## src/sv/cle_pkg.sv

```systemverilog
// shared constants, types and key codes of the console line editor
`timescale 1ns / 1ps

package cle_pkg;

    // line store default size and byte/word geometry
    localparam int LINE_LEN_DEF = 256;
    localparam int BYTE_W       = 8;
    localparam int WORD_BYTES   = 8;
    localparam int WORD_W       = BYTE_W * WORD_BYTES;
    localparam int CNT_W        = 4;
    localparam int TDATA_OUT_W  = 72;

    // editing keys in cooked mode
    localparam logic [BYTE_W-1:0] KEY_NUL  = 8'h00;
    localparam logic [BYTE_W-1:0] KEY_EOF  = 8'h04;
    localparam logic [BYTE_W-1:0] KEY_BS   = 8'h08;
    localparam logic [BYTE_W-1:0] KEY_NL   = 8'h0A;
    localparam logic [BYTE_W-1:0] KEY_KILL = 8'h15;

    // flush sequencer states
    typedef enum logic [2:0] {
        S_IDLE = 3'b001,
        S_PACK = 3'b010,
        S_SEND = 3'b100
    } t_state;

    // controls for the shared byte shift unit
    typedef struct packed {
        logic clear;
        logic shift;
        logic use_data;
    } t_pack_ctl;

endpackage

```

## src/sv/cle_ram.sv

```systemverilog
// generic single write port ram with registered read
`timescale 1ns / 1ps

module cle_ram #(
    parameter int WIDTH = 8,
    parameter int DEPTH = 256
) (
    input  logic                     i_clk,
    input  logic                     i_we,
    input  logic [$clog2(DEPTH)-1:0] i_waddr,
    input  logic [WIDTH-1:0]         i_wdata,
    input  logic                     i_re,
    input  logic [$clog2(DEPTH)-1:0] i_raddr,
    output logic [WIDTH-1:0]         o_rdata
);

    logic [WIDTH-1:0] r_mem [DEPTH];
    logic [WIDTH-1:0] r_rdata;

    always_ff @(posedge i_clk) begin
        if (i_we) begin
            r_mem[i_waddr] <= i_wdata;
        end
        if (i_re) begin
            r_rdata <= r_mem[i_raddr];
        end
    end

    assign o_rdata = r_rdata;

endmodule

```

## src/sv/cle_shift_unit.sv

```systemverilog
// shared byte shift unit that assembles one output word a byte per cycle
`timescale 1ns / 1ps

module cle_shift_unit
    import cle_pkg::*;
(
    input  logic              i_clk,
    input  t_pack_ctl         i_ctl,
    input  logic [BYTE_W-1:0] i_byte,
    output logic [WORD_W-1:0] o_word
);

    logic [WORD_W-1:0] r_word;
    logic [WORD_W-1:0] n_word;
    logic [BYTE_W-1:0] shift_in;

    // bytes enter at the top and walk down, so the first byte ends in the low bits
    always_comb begin
        shift_in = i_ctl.use_data ? i_byte : '0;
        n_word   = r_word;
        if (i_ctl.clear) begin
            n_word = '0;
        end else if (i_ctl.shift) begin
            n_word = {shift_in, r_word[WORD_W-1:BYTE_W]};
        end
    end

    always_ff @(posedge i_clk) begin
        r_word <= n_word;
    end

    assign o_word = r_word;

endmodule

```

## src/sv/console_line_editor_top.sv

```systemverilog
// top level of the console line editor: editing, line store and flush sequencer
`timescale 1ns / 1ps

// Console input line editor.
// Input stream: i_s_tdata carries one keyboard byte, i_s_tuser says that more
// bytes are queued behind it. Configuration: i_cfg_wr_en/i_cfg_wr_data write
// raw_mode (1 = unedited bytes, 0 = cooked editing) at any clock edge.
// Output stream: each request carries up to eight line bytes packed first byte
// lowest, their count, and tlast on the final word of a line. An empty line
// (end of input) gives one word with count 0.
// Flow: a byte that does not end or fill the line is taken and the block
// stays ready for the next byte. A byte that ends the line, or fills the line
// store, starts a flush: each word is built in the shift unit from eight byte
// shifts fed by the one read port of the line store, and then waits in the
// output register until it is taken. The input is not ready during a flush.
// An empty line goes straight to the output register as one word.
// Reset (synchronous, active low) empties the line, clears raw_mode and drops
// any flush in progress; the line store contents are not cleared.
// A stalled receiver holds the current word and tlast steady in the output
// register; the flush resumes once the word is taken.

module console_line_editor_top
    import cle_pkg::*;
#(
    parameter int LINE_LEN = LINE_LEN_DEF
) (
    input  logic                   i_clk,
    input  logic                   i_rst_n,
    // configuration write
    input  logic                   i_cfg_wr_en,
    input  logic                   i_cfg_wr_data,
    // input stream
    input  logic                   i_s_tvalid,
    output logic                   o_s_tready,
    input  logic [BYTE_W-1:0]      i_s_tdata,   // [7:0] ch
    input  logic                   i_s_tuser,   // [0] more_pending
    // output stream
    output logic                   o_m_tvalid,
    input  logic                   i_m_tready,
    output logic [TDATA_OUT_W-1:0] o_m_tdata,   // [63:0] line_word, [67:64] byte_count
    output logic                   o_m_tlast    // last_of_line
);

    localparam int AW = $clog2(LINE_LEN);
    localparam int FW = $clog2(LINE_LEN + 1);

    t_state            r_state, n_state;
    logic [FW-1:0]     r_fill, n_fill;
    logic [FW-1:0]     r_ptr, n_ptr;
    logic [CNT_W-1:0]  r_step, n_step;
    logic [CNT_W-1:0]  r_wlen, n_wlen;
    logic [CNT_W-1:0]  r_bcnt, n_bcnt;
    logic              r_last, n_last;
    logic              r_raw;

    logic              in_acc;
    logic              put;
    logic              send;
    logic [FW-1:0]     edit_fill;
    logic              ram_we;
    logic              ram_re;
    logic [BYTE_W-1:0] ram_rdata;
    t_pack_ctl         pack_ctl;
    logic [WORD_W-1:0] word;

    // bytes left in the line, capped at one word
    function automatic logic [CNT_W-1:0] word_len(input logic [FW-1:0] left);
        if (left > FW'(WORD_BYTES)) begin
            return CNT_W'(WORD_BYTES);
        end
        return left[CNT_W-1:0];
    endfunction

    assign in_acc = i_s_tvalid && o_s_tready;

    // line editing decision for the byte at the input
    always_comb begin
        put       = 1'b0;
        send      = 1'b0;
        edit_fill = r_fill;
        if (i_s_tdata == KEY_NUL) begin
            send = (r_fill != '0) && !i_s_tuser;
        end else if (r_raw) begin
            put  = 1'b1;
            send = !i_s_tuser;
        end else begin
            unique case (i_s_tdata)
                KEY_BS: begin
                    if (r_fill != '0) begin
                        edit_fill = r_fill - FW'(1);
                    end
                end
                KEY_KILL: begin
                    edit_fill = '0;
                end
                KEY_NL: begin
                    put  = 1'b1;
                    send = 1'b1;
                end
                KEY_EOF: begin
                    send = 1'b1;
                end
                default: begin
                    put = 1'b1;
                end
            endcase
        end
        if (put) begin
            edit_fill = r_fill + FW'(1);
        end
    end

    // flush sequencer
    always_comb begin
        n_state           = r_state;
        n_fill            = r_fill;
        n_ptr             = r_ptr;
        n_step            = r_step;
        n_wlen            = r_wlen;
        n_bcnt            = r_bcnt;
        n_last            = r_last;
        ram_we            = 1'b0;
        ram_re            = 1'b0;
        pack_ctl          = '0;
        unique case (r_state)
            S_IDLE: begin
                if (in_acc) begin
                    ram_we = put;
                    n_fill = edit_fill;
                    if (send || edit_fill == FW'(LINE_LEN)) begin
                        if (edit_fill == '0) begin
                            n_state        = S_SEND;
                            pack_ctl.clear = 1'b1;
                            n_bcnt         = '0;
                            n_last         = 1'b1;
                        end else begin
                            n_state = S_PACK;
                            n_ptr   = '0;
                            n_step  = '0;
                            n_wlen  = word_len(edit_fill);
                        end
                    end
                end
            end
            S_PACK: begin
                // read ahead one byte, shift in the byte read in the cycle before
                if (r_step < CNT_W'(WORD_BYTES) && r_step < r_wlen) begin
                    ram_re = 1'b1;
                    n_ptr  = r_ptr + FW'(1);
                end
                if (r_step != '0) begin
                    pack_ctl.shift    = 1'b1;
                    pack_ctl.use_data = (r_step - CNT_W'(1)) < r_wlen;
                end
                n_step = r_step + CNT_W'(1);
                if (r_step == CNT_W'(WORD_BYTES)) begin
                    n_state = S_SEND;
                    n_bcnt  = r_wlen;
                    n_last  = (r_ptr == r_fill);
                end
            end
            S_SEND: begin
                if (i_m_tready) begin
                    if (r_last) begin
                        n_state = S_IDLE;
                        n_fill  = '0;
                    end else begin
                        n_state = S_PACK;
                        n_step  = '0;
                        n_wlen  = word_len(r_fill - r_ptr);
                    end
                end
            end
            default: begin
                n_state = S_IDLE;
            end
        endcase
    end

    // control registers
    always_ff @(posedge i_clk) begin
        if (!i_rst_n) begin
            r_state <= S_IDLE;
            r_fill  <= '0;
            r_raw   <= 1'b0;
        end else begin
            r_state <= n_state;
            r_fill  <= n_fill;
            if (i_cfg_wr_en) begin
                r_raw <= i_cfg_wr_data;
            end
        end
    end

    // word bookkeeping
    always_ff @(posedge i_clk) begin
        r_ptr  <= n_ptr;
        r_step <= n_step;
        r_wlen <= n_wlen;
        r_bcnt <= n_bcnt;
        r_last <= n_last;
    end

    cle_ram #(
        .WIDTH (BYTE_W),
        .DEPTH (LINE_LEN)
    ) u_line_store (
        .i_clk   (i_clk),
        .i_we    (ram_we),
        .i_waddr (r_fill[AW-1:0]),
        .i_wdata (i_s_tdata),
        .i_re    (ram_re),
        .i_raddr (r_ptr[AW-1:0]),
        .o_rdata (ram_rdata)
    );

    cle_shift_unit u_shift (
        .i_clk  (i_clk),
        .i_ctl  (pack_ctl),
        .i_byte (ram_rdata),
        .o_word (word)
    );

    assign o_s_tready = (r_state == S_IDLE);
    assign o_m_tvalid = (r_state == S_SEND);
    assign o_m_tdata  = {{(TDATA_OUT_W - WORD_W - CNT_W){1'b0}}, r_bcnt, word};
    assign o_m_tlast  = r_last;

    // checks
    a_fill_bound: assert property (@(posedge i_clk) disable iff (!i_rst_n)
        r_fill <= FW'(LINE_LEN))
        else $error("fill index beyond line length");

    a_count_bound: assert property (@(posedge i_clk) disable iff (!i_rst_n)
        o_m_tvalid |-> r_bcnt <= CNT_W'(WORD_BYTES))
        else $error("word byte count above eight");

    a_full_inner_word: assert property (@(posedge i_clk) disable iff (!i_rst_n)
        (o_m_tvalid && !o_m_tlast) |-> r_bcnt == CNT_W'(WORD_BYTES))
        else $error("inner word of a line not full");

    a_ptr_in_line: assert property (@(posedge i_clk) disable iff (!i_rst_n)
        (r_state == S_PACK) |-> r_ptr <= r_fill)
        else $error("read pointer past end of line");

endmodule
```

## config.mk

```make
export PLATFORM = sky130hd
export DESIGN_NAME = console_line_editor_top
export DESIGN_NICKNAME = d
export VERILOG_FILES = /design/src/sv/cle_pkg.sv /design/src/sv/cle_ram.sv /design/src/sv/cle_shift_unit.sv /design/src/sv/console_line_editor_top.sv
export SDC_FILE = /design/constraint.sdc
export NUM_CORES = 2
export LEC_CHECK = 0
export ABC_AREA = 1
export ABC_CLOCK_PERIOD_IN_PS = 3020
export BUFFER_PORTS_ARGS = -buffer_cell sky130_fd_sc_hd__buf_2
export CAP_MARGIN = 20
export CORE_MARGIN = 2
export CORE_UTILIZATION = 38
export DETAILED_ROUTE_END_ITERATION = 10
export SYNTH_ARGS = -nofsm -noshare
export SYNTH_HDL_FRONTEND = slang
export SYNTH_HIERARCHICAL = 1
export SYNTH_SLANG_ARGS = --single-unit
```

## constraint.sdc

```tcl
create_clock -name i_clk -period 3.02 [get_ports i_clk]
set_clock_uncertainty 0.15 [all_clocks]
set_input_delay 0.453 -clock i_clk [delete_from_list [all_inputs] [get_ports i_clk]]
set_output_delay 0.453 -clock i_clk [all_outputs]
set_load 0.01 [all_outputs]
```

==> impl_metrics.yaml <==
run_status:
  outcome: "finished, violations left"
  violations: "negative setup slack"
finish:
  area_growth_pct: 16.70
  fin_cells: 11490
  nets: 8223
  drive_gt1_share_pct: 13.03
  postLayoutCoreUtil_pct: 44.66
floorplanning:
  die_w_um: 488.1
  num_rows: 177
  ios: 90
  dieArea_um2: 238300
  start_util_pct: 38.27
  core_area_um2: 232800
  die_h_um: 488.1
synthesis:
  ys.warnings.count: 6
  yosysUniqueCellTypes: 50
  synth_compound_area_share_pct: 0.7389
  synth_edf_count: 2078
  synth_mux_area_share_pct: 0
  yosysSeqAreaShare_pct: 71.79
  synth_cells: 7754
  yosys.area_share.simple_pct: 23.50
  synth_fa_ha_area_share_pct: 0.3175
  synth_top_family_by_area: "simple AND/OR/NAND/NOR gates"
  async_flop_share_pct: 0
  netlist_area_um2: 89070
  synth_common_cells: "nand2_1 (2252), edfxtp_1 (2078), nand3_1 (2065)"
  avgSynthCellArea_um2: 11.49
  ys.flop_type: "edfxtp_1"
  yosys.area.top_type: "edfxtp_1"
  synth_area_leaders: "edfxtp_1 (70%), nand3_1 (12%), nand2_1 (9.5%), nor2_1 (1.9%), dfxtp_1 (1.7%)"
  synth_top_cell_area_share_pct: 70.06
  synthXorXnorAreaFrac_pct: 0.1475
  synth.most_common_cell: "nand2_1"
  synth_seq_cells: 2155
global_route:
  overflow: 0
  grt_max_degree: 170
  grt_pass1_vias: 59020
  grt_util_all_layers_pct: 20.84
  grt_pass1_wl_um: 375400
  antenna_found_initial: 6
clocking:
  ctsHtreeMaxLevel: 4
  cts.sinks: 2155
  clock-root-buffer: "clkbuf_16"
  cts_buffer_depth: 3
  clk_latency_ps: 870
  cts_tree: "built"
  clk_pin_slew_ps: 60
  cts_made_buffers: 212
  post_cts_buffers: 0
critical_path:
  worstSetupPathType: "register to register"
  required_ps: 3540
  worstPathMaxFanout: 19
  critPathArrivalTime_ps: 3560
  critPathLaunchType: "register"
  critPathSlowestCell: "edfxtp_1"
  crit_path_frequent_cell: "nand3_1"
  path_cells: "buf_12 > inv_16 > buf_16 > buf_4 > nand2_1 > nand3_1 > nand3_1 > nand3_1 > nand3_1 > nand3_1 > nand3_1 > nand2_1 > nand2_1 > nand2_1"
  critPathMaxStageDelay_ps: 410
  cp-end-kind: "register"
timing:
  hold_violations: 0
  layout_setup_ws_ps: -11.96
  relSlewSlack_pct: 31.96
  worst_slew_pin_slew_ps: 1021
  period_share_pct: 100.4
  whs_ps: 6.785
  slew_violations: 0
  rsz0062_at_grt: "true"
  finalSetupTns_ps: -14.86
  setup_viol: 2
  max_freq_mhz: 329.8
  min_period_ps: 3032
routing:
  num_vias: 61370
  drt-total-wl_um: 254400
  final_antenna_net_count: 0
  post_drt_wl_per_cell_um: 22.14
  viasPerCell: 5.340
  dr.pass1.iters: 6
  drt_iter0_markers: 8115
  drc: 0
place:
  dp_cells: 11090
  gp_congestion: 0.8894
  portBuffers: 85
  dp_hpwl_um: 154400
run:
  maxCapViolations: 0
power_and_ir_drop:
  p_per_area_nw_per_um2: 885.0
  ir_drop_mv: 0.5794
  p_leak_uw: 0.03764
  power_uw: 91980
worst_hold_path:
  hold_class: "input pin to register"
cell type report:
cell class | count | area [um^2]
antenna | 3 | 7.507
clock buffer | 277 | 5629
clock inverter | 108 | 1010
fill | 21160 | 128800
inverter | 102 | 440.4
multi-input combinational | 4989 | 22130
sequential | 2155 | 63950
tap | 3132 | 3919
timing repair buffer | 726 | 6857
routing by layer:
metal	routed length (um)	vias up	track usage, %
met1	108400	30080	29.59
met4	8058	0	6.976
li1	-	28210	-
met2	116900	2660	32.43
met5	0	-	0
met3	21080	422	3.550
critical path, delay by kind of cell (launching register included):
family	cells	cell delay [ps]
buffers and inverters	4	860
flip-flops	1	410
AND/OR/NAND/NOR	10	1360
cell usage in the layout, fill, tap and decap left out, types with 57 or more instances in the layout:
master | Yosys | final
nand2_1 | 2252 | 2247
clkbuf_16 | 0 | 217
nor2_1 | 456 | 454
buf_2 | 270 | 78
inv_1 | 82 | 80
buf_12 | 3 | 100
edfxtp_1 | 2078 | 2078
buf_4 | 59 | 518
dfxtp_1 | 77 | 72
clkbuf_1 | 114 | 57
nand3_1 | 2065 | 2057
cell families (layout without fill, tap and decap cells):
family,after synthesis,count (layout)
flip-flops,2155,2155
AO/OA/AOI/OAI,120,120
buffers and inverters,613,1213
other,1,7
AND/OR/NAND/NOR,4828,4828
adder cells (fa/ha/maj),22,22
XOR/XNOR,15,15
repair_timing:
action | CTS | global route
gates resized for setup | 1 | 44
pin swaps | 0 | 5
endpoints found under the setup margin | 1 | 98
cloned | 0 | 6
hold buffers | 6 | 0
endpoints found under the hold margin | 33 | 0
path summary, 6_finish.rpt:
| path | slack (ps) | start | to | cells after the start |
|---|---|---|---|---|
| min | 7 | i_s_tdata[2] | u_line_store/r_mem[173][2]$_DFFE_PP_ | 2 |
| max | -10 | r_ptr[0]$_SDFFCE_PP0P_ | u_line_store/o_rdata[2]$_DFFE_PP_ | 14 |
| max reg2reg | -10 | r_ptr[0]$_SDFFCE_PP0P_ | u_line_store/o_rdata[2]$_DFFE_PP_ | 14 |
| min reg2reg | 340 | u_shift/o_word[32]$_SDFFE_PP0P_ | u_shift/o_word[24]$_SDFFE_PP0P_ | 2 |
registers in the layout, indices dropped and copies added, names as in the netlist:
register / cells
o_m_tlast: 1
r_bcnt: 4
r_fill: 9
r_ptr: 9
r_raw: 1
r_state: 3
r_step: 4
r_wlen: 4
u_line_store/o_rdata: 8
u_line_store/r_mem: 2048
u_shift/o_word: 64
through the flow:
stage | worst slack [ps] | cell area (um^2)
finish | -11.96 | 103900
global route | -35.15 | 103900
CTS | 14.08 | 103600
detailed placement | -41.82 | 96920
global placement | -14.28 | 96920
floorplan | -75.10 | 89080
where the power goes:
group | total (uW) | internal [uW] | switching, uW
Sequential | 34000 | 33500 | 499
Combinational | 32500 | 10300 | 22200
Clock | 25500 | 14100 | 11400
Power figures use the tool's default switching activity.
